[src/rtl/wrh_pkg.sv]
`timescale 1ns / 1ps
// Shared constants, request codes and memory port types for the water ripple block.
// No dependencies.
package wrh_pkg;
    localparam int GRID_SIZE = 128;
    localparam int COORD_W   = $clog2(GRID_SIZE);
    localparam int ADDR_W    = 2 * COORD_W;
    localparam int DEPTH     = GRID_SIZE * GRID_SIZE;
    localparam int H_W       = 16;
    localparam int SHIFT_W   = 5;
    localparam int RAD_W     = 8;
    localparam int AMT_W     = 8;
    localparam int REQ_W     = 2;

    localparam logic [SHIFT_W-1:0] SHIFT_RESET = SHIFT_W'(4);
    localparam logic [COORD_W-1:0] COORD_MAX   = COORD_W'(GRID_SIZE - 1);

    localparam logic [REQ_W-1:0] REQ_BLOB   = 2'd0;
    localparam logic [REQ_W-1:0] REQ_STEP   = 2'd1;
    localparam logic [REQ_W-1:0] REQ_READ   = 2'd2;
    localparam logic [REQ_W-1:0] REQ_UNUSED = 2'd3;

    typedef struct packed {
        logic              we;
        logic [ADDR_W-1:0] waddr;
        logic [H_W-1:0]    wdata;
        logic [ADDR_W-1:0] raddr0;
        logic [ADDR_W-1:0] raddr1;
    } t_mem_req;

    typedef struct packed {
        logic [H_W-1:0] rdata0;
        logic [H_W-1:0] rdata1;
    } t_mem_rsp;

    typedef struct packed {
        logic clearing;
        logic busy;
    } t_stat;
endpackage

[src/rtl/wrh_req_if.sv]
`timescale 1ns / 1ps
// Request channel: valid/ready plus request payload.
// Depends on wrh_pkg.
interface wrh_req_if;
    logic                                  valid;
    logic                                  ready;
    logic [wrh_pkg::REQ_W-1:0]             req_type;
    logic [wrh_pkg::COORD_W-1:0]           pos_x;
    logic [wrh_pkg::COORD_W-1:0]           pos_y;
    logic [wrh_pkg::RAD_W-1:0]             radius;
    logic signed [wrh_pkg::AMT_W-1:0]      amount;

    modport source (output valid, req_type, pos_x, pos_y, radius, amount, input ready);
    modport sink   (input valid, req_type, pos_x, pos_y, radius, amount, output ready);
endinterface

[src/rtl/wrh_rsp_if.sv]
`timescale 1ns / 1ps
// Response channel: valid/ready plus the returned height.
// Depends on wrh_pkg.
interface wrh_rsp_if;
    logic                           valid;
    logic                           ready;
    logic signed [wrh_pkg::H_W-1:0] height;

    modport source (output valid, height, input ready);
    modport sink   (input valid, height, output ready);
endinterface

[src/rtl/wrh_wave_alu.sv]
`timescale 1ns / 1ps
// Damped wave update of one cell from neighbor sums and the old value.
// Depends on wrh_pkg.
module wrh_wave_alu (
    input  logic signed [wrh_pkg::H_W:0]        i_ns,
    input  logic signed [wrh_pkg::H_W-1:0]      i_w,
    input  logic signed [wrh_pkg::H_W-1:0]      i_e,
    input  logic signed [wrh_pkg::H_W-1:0]      i_old,
    input  logic        [wrh_pkg::SHIFT_W-1:0]  i_shift,
    output logic        [wrh_pkg::H_W-1:0]      o_res
);
    import wrh_pkg::*;

    logic signed [H_W+1:0] sum4;
    logic signed [H_W:0]   half;
    logic signed [H_W+1:0] s;
    logic signed [H_W+1:0] res;

    always_comb begin
        sum4  = (H_W+2)'(i_ns) + (H_W+2)'(i_w) + (H_W+2)'(i_e);
        half  = sum4[H_W+1:1];
        s     = (H_W+2)'(half) - (H_W+2)'(i_old);
        res   = s - (s >>> i_shift);
        o_res = res[H_W-1:0];
    end
endmodule

[src/rtl/wrh_ctrl.sv]
`timescale 1ns / 1ps
// Request sequencer: clear sweep, blob read-modify-write, step scan, cell read.
// Depends on wrh_pkg, wrh_req_if, wrh_rsp_if, wrh_wave_alu.
module wrh_ctrl (
    input  logic                         i_clk,
    input  logic                         i_rst_n,
    wrh_req_if.sink                      i_req,
    wrh_rsp_if.source                    o_rsp,
    input  logic                         i_cfg_we,
    input  logic [wrh_pkg::SHIFT_W-1:0]  i_cfg_wdata,
    output wrh_pkg::t_mem_req            o_mem_a_req,
    output wrh_pkg::t_mem_req            o_mem_b_req,
    input  wrh_pkg::t_mem_rsp            i_mem_a_rsp,
    input  wrh_pkg::t_mem_rsp            i_mem_b_rsp,
    output wrh_pkg::t_stat               o_stat
);
    import wrh_pkg::*;

    localparam logic [3:0] ST_CLR     = 4'd0;
    localparam logic [3:0] ST_IDLE    = 4'd1;
    localparam logic [3:0] ST_BLOB_RD = 4'd2;
    localparam logic [3:0] ST_BLOB_WR = 4'd3;
    localparam logic [3:0] ST_STEP_A  = 4'd4;
    localparam logic [3:0] ST_STEP_B  = 4'd5;
    localparam logic [3:0] ST_STEP_Z  = 4'd6;
    localparam logic [3:0] ST_READ    = 4'd7;
    localparam logic [3:0] ST_DONE    = 4'd8;

    logic [3:0]               r_state, n_state;
    logic                     r_sel;
    logic [SHIFT_W-1:0]       r_shift;
    logic [COORD_W-1:0]       r_x, r_y, r_x0, r_x1, r_y1, r_px, r_py;
    logic [RAD_W-1:0]         r_r;
    logic signed [AMT_W-1:0]  r_amt;
    logic                     r_hit;
    logic [H_W-1:0]           r_result;
    logic                     r_ovalid;
    logic signed [H_W-1:0]    r_height;
    logic signed [H_W:0]      r_ns;
    logic signed [H_W-1:0]    r_old;
    logic [ADDR_W-1:0]        r_paddr;
    logic                     r_pend;

    t_mem_req cur_req, oth_req;
    t_mem_rsp cur_rsp, oth_rsp;

    logic                     accept, load_out, last_cell, row_end;
    logic signed [COORD_W+2:0] x0s, y0s;
    logic [COORD_W+1:0]       x1s, y1s;
    logic [COORD_W-1:0]       x0, x1, y0, y1;
    logic signed [COORD_W:0]  dx, dy;
    logic signed [H_W-1:0]    dx2, dy2;
    logic [H_W-1:0]           r2;
    logic [H_W:0]             dist_sq;
    logic [H_W-1:0]           alu_res;
    logic [ADDR_W-1:0]        cell_addr;

    assign accept    = i_req.valid && i_req.ready;
    assign load_out  = (r_state == ST_DONE) && (!r_ovalid || o_rsp.ready);
    assign cell_addr = {r_y, r_x};
    assign last_cell = &cell_addr;
    assign row_end   = (r_x + COORD_W'(1)) == r_x1;

    assign i_req.ready  = (r_state == ST_IDLE);
    assign o_rsp.valid  = r_ovalid;
    assign o_rsp.height = r_height;
    assign o_stat.clearing = (r_state == ST_CLR);
    assign o_stat.busy     = (r_state != ST_IDLE);

    assign cur_rsp = r_sel ? i_mem_b_rsp : i_mem_a_rsp;
    assign oth_rsp = r_sel ? i_mem_a_rsp : i_mem_b_rsp;
    assign o_mem_a_req = r_sel ? oth_req : cur_req;
    assign o_mem_b_req = r_sel ? cur_req : oth_req;

    wrh_wave_alu u_alu (
        .i_ns    (r_ns),
        .i_w     ($signed(cur_rsp.rdata0)),
        .i_e     ($signed(cur_rsp.rdata1)),
        .i_old   (r_old),
        .i_shift (r_shift),
        .o_res   (alu_res)
    );

    always_comb begin
        x0s = $signed({3'b0, i_req.pos_x}) - $signed({2'b0, i_req.radius});
        y0s = $signed({3'b0, i_req.pos_y}) - $signed({2'b0, i_req.radius});
        x1s = {2'b0, i_req.pos_x} + {1'b0, i_req.radius};
        y1s = {2'b0, i_req.pos_y} + {1'b0, i_req.radius};
        x0  = (x0s < $signed((COORD_W+3)'(1))) ? COORD_W'(1) : x0s[COORD_W-1:0];
        y0  = (y0s < $signed((COORD_W+3)'(1))) ? COORD_W'(1) : y0s[COORD_W-1:0];
        x1  = (x1s > (COORD_W+2)'(COORD_MAX)) ? COORD_MAX : x1s[COORD_W-1:0];
        y1  = (y1s > (COORD_W+2)'(COORD_MAX)) ? COORD_MAX : y1s[COORD_W-1:0];
        dx  = $signed({1'b0, r_x}) - $signed({1'b0, r_px});
        dy  = $signed({1'b0, r_y}) - $signed({1'b0, r_py});
        dx2 = dx * dx;
        dy2 = dy * dy;
        r2  = H_W'(r_r) * H_W'(r_r);
        dist_sq = {1'b0, dx2} + {1'b0, dy2};
    end

    always_comb begin
        cur_req = '0;
        oth_req = '0;
        cur_req.raddr0 = {i_req.pos_y, i_req.pos_x};
        case (r_state)
            ST_CLR: begin
                cur_req.we    = 1'b1;
                cur_req.waddr = cell_addr;
                oth_req.we    = 1'b1;
                oth_req.waddr = cell_addr;
            end
            ST_BLOB_RD: begin
                cur_req.raddr0 = cell_addr;
            end
            ST_BLOB_WR: begin
                cur_req.we    = r_hit;
                cur_req.waddr = cell_addr;
                cur_req.wdata = cur_rsp.rdata0 + H_W'(r_amt);
            end
            ST_STEP_A: begin
                cur_req.raddr0 = {r_y - COORD_W'(1), r_x};
                cur_req.raddr1 = {r_y + COORD_W'(1), r_x};
                oth_req.raddr0 = cell_addr;
                oth_req.we     = r_pend;
                oth_req.waddr  = r_paddr;
                oth_req.wdata  = alu_res;
            end
            ST_STEP_B: begin
                cur_req.raddr0 = {r_y, r_x - COORD_W'(1)};
                cur_req.raddr1 = {r_y, r_x + COORD_W'(1)};
            end
            ST_STEP_Z: begin
                oth_req.we    = 1'b1;
                oth_req.waddr = r_paddr;
                oth_req.wdata = alu_res;
            end
            default: begin
            end
        endcase
    end

    always_comb begin
        n_state = r_state;
        case (r_state)
            ST_CLR:     if (last_cell) n_state = ST_IDLE;
            ST_IDLE: begin
                if (accept) begin
                    case (i_req.req_type)
                        REQ_BLOB: n_state = (x0 < x1 && y0 < y1) ? ST_BLOB_RD : ST_DONE;
                        REQ_STEP: n_state = ST_STEP_A;
                        REQ_READ: n_state = ST_READ;
                        default:  n_state = ST_DONE;
                    endcase
                end
            end
            ST_BLOB_RD: n_state = ST_BLOB_WR;
            ST_BLOB_WR: n_state = (row_end && (r_y + COORD_W'(1)) == r_y1) ? ST_DONE
                                                                            : ST_BLOB_RD;
            ST_STEP_A:  n_state = ST_STEP_B;
            ST_STEP_B:  n_state = last_cell ? ST_STEP_Z : ST_STEP_A;
            ST_STEP_Z:  n_state = ST_DONE;
            ST_READ:    n_state = ST_DONE;
            ST_DONE:    if (load_out) n_state = ST_IDLE;
            default:    n_state = ST_IDLE;
        endcase
    end

    always_ff @(posedge i_clk) begin
        if (!i_rst_n) begin
            r_state  <= ST_CLR;
            r_sel    <= 1'b0;
            r_shift  <= SHIFT_RESET;
            r_x      <= '0;
            r_y      <= '0;
            r_ovalid <= 1'b0;
            r_pend   <= 1'b0;
        end else begin
            r_state <= n_state;
            if (i_cfg_we) begin
                r_shift <= i_cfg_wdata;
            end
            if (load_out) begin
                r_ovalid <= 1'b1;
            end else if (r_ovalid && o_rsp.ready) begin
                r_ovalid <= 1'b0;
            end
            case (r_state)
                ST_CLR: {r_y, r_x} <= cell_addr + ADDR_W'(1);
                ST_IDLE: begin
                    r_pend <= 1'b0;
                    if (accept) begin
                        r_x <= (i_req.req_type == REQ_BLOB) ? x0 : '0;
                        r_y <= (i_req.req_type == REQ_BLOB) ? y0 : '0;
                    end
                end
                ST_BLOB_WR: begin
                    if (row_end) begin
                        r_x <= r_x0;
                        r_y <= r_y + COORD_W'(1);
                    end else begin
                        r_x <= r_x + COORD_W'(1);
                    end
                end
                ST_STEP_B: begin
                    r_pend <= 1'b1;
                    {r_y, r_x} <= cell_addr + ADDR_W'(1);
                end
                ST_STEP_Z: r_sel <= ~r_sel;
                default: begin
                end
            endcase
        end
    end

    always_ff @(posedge i_clk) begin
        if (accept) begin
            r_px     <= i_req.pos_x;
            r_py     <= i_req.pos_y;
            r_r      <= i_req.radius;
            r_amt    <= i_req.amount;
            r_x0     <= x0;
            r_x1     <= x1;
            r_y1     <= y1;
            r_result <= '0;
        end
        if (r_state == ST_BLOB_RD) begin
            r_hit <= dist_sq < {1'b0, r2};
        end
        if (r_state == ST_STEP_B) begin
            r_ns    <= (H_W+1)'($signed(cur_rsp.rdata0)) + (H_W+1)'($signed(cur_rsp.rdata1));
            r_old   <= $signed(oth_rsp.rdata0);
            r_paddr <= cell_addr;
        end
        if (r_state == ST_READ) begin
            r_result <= cur_rsp.rdata0;
        end
        if (load_out) begin
            r_height <= $signed(r_result);
        end
    end
endmodule

[src/flat_wrapper.sv]
// flat-port wrapper written by rule: the top's interface ports become plain ports
module wrh_ctrl_flat import wrh_pkg::*;
  (i_clk, i_rst_n, i_cfg_we, i_cfg_wdata, o_mem_a_req, o_mem_b_req, i_mem_a_rsp, i_mem_b_rsp, o_stat, i_req_valid, i_req_req_type, i_req_pos_x, i_req_pos_y, i_req_radius, i_req_amount, i_req_ready, o_rsp_valid, o_rsp_height, o_rsp_ready);
  wrh_req_if i_req_i ();
  wrh_rsp_if o_rsp_i ();
  input  logic i_clk;
  input  logic i_rst_n;
  input  logic i_cfg_we;
  input  logic [wrh_pkg::SHIFT_W-1:0] i_cfg_wdata;
  output wrh_pkg::t_mem_req o_mem_a_req;
  output wrh_pkg::t_mem_req o_mem_b_req;
  input  wrh_pkg::t_mem_rsp i_mem_a_rsp;
  input  wrh_pkg::t_mem_rsp i_mem_b_rsp;
  output wrh_pkg::t_stat o_stat;
  input wire logic [$bits(i_req_i.valid)-1:0] i_req_valid;
  input wire logic [$bits(i_req_i.req_type)-1:0] i_req_req_type;
  input wire logic [$bits(i_req_i.pos_x)-1:0] i_req_pos_x;
  input wire logic [$bits(i_req_i.pos_y)-1:0] i_req_pos_y;
  input wire logic [$bits(i_req_i.radius)-1:0] i_req_radius;
  input wire logic [$bits(i_req_i.amount)-1:0] i_req_amount;
  output wire logic [$bits(i_req_i.ready)-1:0] i_req_ready;
  output wire logic [$bits(o_rsp_i.valid)-1:0] o_rsp_valid;
  output wire logic [$bits(o_rsp_i.height)-1:0] o_rsp_height;
  input wire logic [$bits(o_rsp_i.ready)-1:0] o_rsp_ready;
  assign i_req_i.valid = i_req_valid;
  assign i_req_i.req_type = i_req_req_type;
  assign i_req_i.pos_x = i_req_pos_x;
  assign i_req_i.pos_y = i_req_pos_y;
  assign i_req_i.radius = i_req_radius;
  assign i_req_i.amount = i_req_amount;
  assign i_req_ready = i_req_i.ready;
  assign o_rsp_valid = o_rsp_i.valid;
  assign o_rsp_height = o_rsp_i.height;
  assign o_rsp_i.ready = o_rsp_ready;
  wrh_ctrl u_core (.i_clk(i_clk), .i_rst_n(i_rst_n), .i_req(i_req_i), .o_rsp(o_rsp_i), .i_cfg_we(i_cfg_we), .i_cfg_wdata(i_cfg_wdata), .o_mem_a_req(o_mem_a_req), .o_mem_b_req(o_mem_b_req), .i_mem_a_rsp(i_mem_a_rsp), .i_mem_b_rsp(i_mem_b_rsp), .o_stat(o_stat));
endmodule
[config.mk]
export PLATFORM = sky130hd
export DESIGN_NAME = wrh_ctrl_flat
export DESIGN_NICKNAME = d
export VERILOG_FILES = /design/src/rtl/wrh_pkg.sv /design/src/rtl/wrh_req_if.sv /design/src/rtl/wrh_rsp_if.sv /design/src/rtl/wrh_wave_alu.sv /design/src/rtl/wrh_ctrl.sv /design/src/flat_wrapper.sv
export SDC_FILE = /design/constraint.sdc
export NUM_CORES = 1
export LEC_CHECK = 0
export BUFFER_PORTS_ARGS = -buffer_cell sky130_fd_sc_hd__buf_2
export CAP_MARGIN = 20
export CORE_ASPECT_RATIO = 0.5
export CORE_UTILIZATION = 45
export CTS_BUF_LIST = sky130_fd_sc_hd__clkbuf_16
export CTS_CLUSTER_SIZE = 24
export DETAILED_ROUTE_END_ITERATION = 8
export HOLD_SLACK_MARGIN = 0.02
export PLACE_DENSITY_LB_ADDON = 0.12
export SLEW_MARGIN = 20
export SYNTH_ARGS = -nofsm -noshare
export SYNTH_HDL_FRONTEND = slang
export SYNTH_SLANG_ARGS = --single-unit
[constraint.sdc]
create_clock -name i_clk -period 13.19 [get_ports i_clk]
set_clock_uncertainty 0.1 [all_clocks]
set_input_delay 1.9785 -clock i_clk [delete_from_list [all_inputs] [get_ports i_clk]]
set_output_delay 1.9785 -clock i_clk [all_outputs]
set_load 0.03 [all_outputs]
# [Word level (Yosys, flattened, before mapping)]
# Index checks and enable logic that the tools add are counted.
[word_totals] ff_bits=157 in_bits=106 output_inout_bits=138 elab_cells=123
[classes] add_sub_neg=18 n_mul=3 n_lt_le_gt_ge=7 n_eq_ne=17 shifts=1 n_mux=36 bitwise=1 reduce_logical=20
[op_table] operator="2-to-1 mux 59 bit" n=2
[op_table] operator="2-to-1 mux 7 bit" n=10
[op_table] operator="2-to-1 mux 16 bit" n=4
[op_table] operator="2-to-1 mux 32 bit" n=2
[op_table] operator="multiplier 8 x 8 -> 16 bit" n=3
[op_table] operator="one-hot mux 15 bit (3 select lines)" n=1
[op_table] operator="one-hot mux 14 bit (3 select lines)" n=1
[op_table] operator="one-hot mux 7 bit (3 select lines)" n=2
[op_table] operator="adder 16 x 16 -> 17 bit" n=2
[op_table] operator="one-hot mux 4 bit (8 select lines)" n=1
[op_table] operator="one-hot mux 15 bit (2 select lines)" n=1
[op_table] operator="one-hot mux 14 bit (2 select lines)" n=1
[op_table] operator="less-than comparator 10 x 2 -> 1 bit, second input constant" n=2
[op_table] operator="2-to-1 mux 4 bit" n=5
[op_table] operator="adder 17 x 16 -> 18 bit" n=1
[op_table] operator="adder 18 x 16 -> 18 bit" n=1
[op_table] operator="adder 7 x 8 -> 9 bit" n=2
[op_table] operator="greater-than comparator 9 x 7 -> 1 bit, second input constant" n=2
[op_table] operator=">>> shifter 18 x 5 -> 16 bit" n=1
[op_table] operator="subtractor 17 x 16 -> 18 bit" n=1
[op_table] operator="subtractor 7 x 8 -> 9 bit" n=2
[op_table] operator="less-than comparator 17 x 16 -> 1 bit" n=1
[op_table] operator="adder 16 bit" n=1
[op_table] operator="== test 4 x 3 -> 1 bit, second input constant" n=4
[op_table] operator="32 further kinds" n=50

# [Depth between registers and ports, before layout]
[logic_depth] depth_word=9 mapped_depth=44 depth_no_buf=40

# [Cells and area by module]
# A second synthesis with hierarchy kept.
[unflattened] hier_cells=2593 hier_area_um2=22457.8
[modules_own_cells] module="wrh_ctrl" instances=1 cells_per_inst=2055 area_each_um2=18435.2 seq_area_each_um2=4454.3
[modules_own_cells] module="wrh_wave_alu" instances=1 cells_per_inst=538 area_each_um2=4022.6 seq_area_each_um2=0.0

# [Least setup slack after synthesis]
# OpenSTA, ideal clock, no wires.
[synth_timing] kind="input -> output" start="in i_mem_b_rsp[17] in the netlist's numbering" end="out o_mem_b_req[43] in the netlist's numbering" arrival_time_ns=9.597 required_time_ns=11.111 slack_ns=1.515 stages=34 n_path_buf=0 path_cell_list="mux2i_1 > inv_1 > fa_1 > ha_1 > inv_1 > fa_1 > nor2b_1 > o21ai_0 > a21oi_1 > o211ai_1 > nand2_1 > a41o_1 > o41a_1 > a211o_1 > a21oi_1 > xnor2_1 > ha_1 > inv_1 > nor4_1 > a2111oi_0 > o311ai_2 > mux4_2 > nand2_1 > a31o_2 > ha_1 > nor2b_1 > o21ai_0 > a21oi_1 > o41ai_1 > o21ai_0 > o41ai_1 > o21ai_0 > xor2_1 > o32ai_1"
[synth_rtl] item="start: declaration" line="flat_wrapper.sv:13" text="input wrh_pkg::t_mem_rsp i_mem_b_rsp;"
[synth_rtl] item="end: declaration" line="flat_wrapper.sv:11" text="output wrh_pkg::t_mem_req o_mem_b_req;"

==> summary.txt <==
ys async rst share - 0
root buf cell - clkbuf_16
Row Count - 56
unrepaired setup endpoints after global routing - false
H-tree depth - 4
Leakage - 0.0109 uW
reg2reg end - u_core.r_hit
total vias in the final route - 18,000
antenna cells - 0
Post-Synthesis Cells - 2,466
largest fanout on the critical path - 6
pre-CTS worst setup slack - 583 ps
initial antenna violation count - 0
Yosys warning count - 0
switching part of the total - 0.466
Post-Syn Area - 21,400 um2
routability-driven placement congestion ratio - 0.901
PD cells - 178 nW/um2
Final Total Pwr - 4250 uW
sequential share of power - 0.132
Post-Route Hold Slack - 318 ps
HP Start - u_core.r_result[8]
DRC errors left - 0
CP max-delay cell - fa_1
pins over their slew limit - 0
Synthesized Nets - 2,962
CP arrival - 10,310 ps
Die W - 311 um
VDD IR max - 0.407 mV
Iteration-0 DRC Markers - 1,198
Clk network pwr share - 0.120
first-pass GRT wire length - 90,400 um
Skew-Pair Late Insertion Delay - 450 ps
grt total ovfl - 0
Avg Inst Size Synth - 8.69 um2
number of synthesized flops with an enable pin - 131
Layout Utilization - 0.509
first-pass detailed-route iteration total - 7
FF-to-FF Start - u_core.r_y[0]
status - complete, no violations
TNS Setup - 0 ps
CTS Buf Count - 17
predominant post-synthesis flop cell - edfxtp_1
max_cap viols - 0
Core Box Area - 46,900 um2
Final Hold Fails - 0
sw power - 1980 uW
DP Wirelength - 46,400 um
Die Footprint - 48,500 um2
DR vias/cell - 5.46
Reg2Reg Setup Slack - 4420 ps
Initial Utilization - 0.457
class of the worst hold path - flip-flop to flip-flop
Crit path top cell by count - inv_1
Fmax - 0.0807 GHz
Layout fillers - 4,497
area of the multi-input gates - 15,500 um2
WP data required - 11,110 ps
WL/cell - 17.3 um
Synth-to-Final Area Change - 11.3%
vias in the first global route - 17,300
Reg area - 4460 um2
proportion of layout cells with a drive suffix above 1 - 0.148
Slew HR - 0.327
Die Y - 156 um
post-CTS setup repair buffer count - 0
internal power - 2270 uW
I/O pin cnt - 244
CTS tree - done
port bufs - 243
CP Launch Type - primary input
hold endpoint - u_core.o_rsp.height[8]
clk buf depth - 2
total track usage - 0.235
setup ws final - 800 ps
Clock Pin Slew Worst Setup and Hold Paths - 70 ps
#FFs+latches synth - 157
clk sinks - 157
largest stage delay on the critical path - 500 ps
Final ANT Viol Nets - 0
fin crit period - 12,390 ps
fin crit share - 0.939
critical path capture point type - primary output
sequential-to-total area share from yosys stat - 0.208
Gate power share - 0.748
Worst Setup Path Type - primary input to primary output
Nets - 3,153
largest net degree at the start of global routing - 63
Synth cell types - 84
hold depth - 0
final setup violation count - 0
reg2reg path depth - 36
routed wire length - 57,100 um
Worst-Margin Slew - 985 ps
-- cell usage after synthesis, types with 6 or more instances --
library cell,count,area [um2]
o41ai_1,8,70.1
mux4_2,6,135
o21a_1,25,188
o21bai_1,20,150
mux2_2,59,664
nand2b_1,36,225
edfxtp_1,131,3930
dfxtp_1,26,521
a21boi_0,8,60.1
inv_1,315,1180
and3_1,18,113
a221oi_1,13,114
clkbuf_1,68,255
nor3_1,51,255
o21ai_1,12,60.1
a21o_1,27,203
o211ai_1,14,105
ha_1,253,3170
nand3_1,65,325
fa_1,137,2740
mux2i_1,21,210
nand2_1,177,664
a22o_1,40,350
a211oi_1,16,120
nor2_1,216,811
xor2_1,50,438
a21oi_1,143,716
or3_1,10,62.6
nor2b_1,61,382
xnor2_1,130,1140
and2_1,32,200
o21ai_0,130,651
buf_1,10,37.5
a31oi_1,9,56.3
nand4_1,7,43.8
or2_2,8,50.1
a31o_2,7,61.3
buf_2,6,30.0
-- through the flow --
stage	cell area, um2	cells
after floorplan	21400	2466
after global placement	23200	3276
after detailed placement	23200	3276
after CTS	23800	3308
after global routing	23800	3308
final	23800	3308
-- worst max-delay path, delay by kind of cell --
kind	cells	cell delay, ps
xor gates and xnor gates	2	440
and+or+nand+nor	7	1020
AOI/OAI and AO/OA	17	3880
muxes	3	520
buffers and inverters	6	670
adders and majority gates	6	1770
-- layout make-up --
class | count | share of cell area
clock buffer | 17 | 0.0178
clock inverter | 15 | 0.00677
inverter | 319 | 0.0502
multi-input combinational | 1904 | 0.649
sequential | 157 | 0.187
tap | 638 | 0.0335
timing repair buffer | 258 | 0.0557
-- registers in the layout, summed over array words and instances (netlist names), 4 cells and up --
| register | count |
|---|---|
| u_core.r_state | 4 |
| u_core.r_x1 | 7 |
| u_core.r_paddr | 14 |
| u_core.r_ns | 17 |
| u_core.r_px | 7 |
| u_core.r_y | 7 |
| u_core.r_amt | 8 |
| u_core.r_shift | 5 |
| u_core.r_result | 16 |
| u_core.r_x0 | 7 |
| u_core.r_py | 7 |
| u_core.r_y1 | 7 |
| u_core.o_rsp.height | 16 |
| u_core.r_old | 16 |
| u_core.r_r | 8 |
| u_core.r_x | 7 |
-- power groups by stage --
stage,Sequential [uW],Clock [uW],Combinational (uW)
after CTS,563,512,3190
after detailed placement,574,0,3160
final,563,509,3180
after floorplan,571,0,2510
after global placement,574,0,3120
after global routing,563,529,3620
-- worst max-delay path by stage --
stage	from	end	slack, ps	cells past startpoint
floorplan	i_mem_b_rsp[17]	o_mem_b_req[43]	1510	34
global placement	i_mem_b_rsp[17]	o_mem_a_req[42]	690	41
detailed placement	i_mem_b_rsp[17]	o_mem_a_req[42]	580	40
CTS	i_mem_b_rsp[17]	o_mem_a_req[42]	560	40
global route	i_mem_b_rsp[17]	o_mem_b_req[43]	20	36
finish	i_mem_a_rsp[17]	o_mem_a_req[42]	800	41
-- layer usage --
metal | GRT usage | vias to the layer above | wire length (um)
met1 | 0.290 | 8723 | 25000
li1 | - | 8883 | -
met4 | 0.0797 | 0 | 1450
met2 | 0.430 | 365 | 28900
met3 | 0.0217 | 75 | 1710
met5 | 0 | - | 0
-- cell usage in the layout (no fill, tap or decap), types with 65 or more instances in the layout --
master    netlist  routed
nand3_1        65      65
fa_1          137     137
xnor2_1       130     130
a21oi_1       143     142
buf_2           6     243
edfxtp_1      131     131
ha_1          253     253
inv_1         315     316
nand2_1       177     177
nor2_1        216     214
o21ai_0       130     129
-- logic make-up (layout without fill, tap and decap cells) --
family	count (synthesis)	after routing	synth area share
adders and majority gates	390	390	0.276
muxes	86	86	0.0471
other	2	2	0.000351
buffers and inverters	405	609	0.0717
DFF	157	157	0.208
and+or+nand+nor	699	699	0.153
xor gates and xnor gates	182	182	0.0751
AOI/OAI and AO/OA	545	545	0.169
-- what timing repair did --
action | 4_1_cts | 5_1_grt
hold buffers | 0 | 0
endpoints found under the setup margin | 0 | 6
gates resized for setup | 0 | 5
Note: power is estimated with default switching activity, not from simulation.
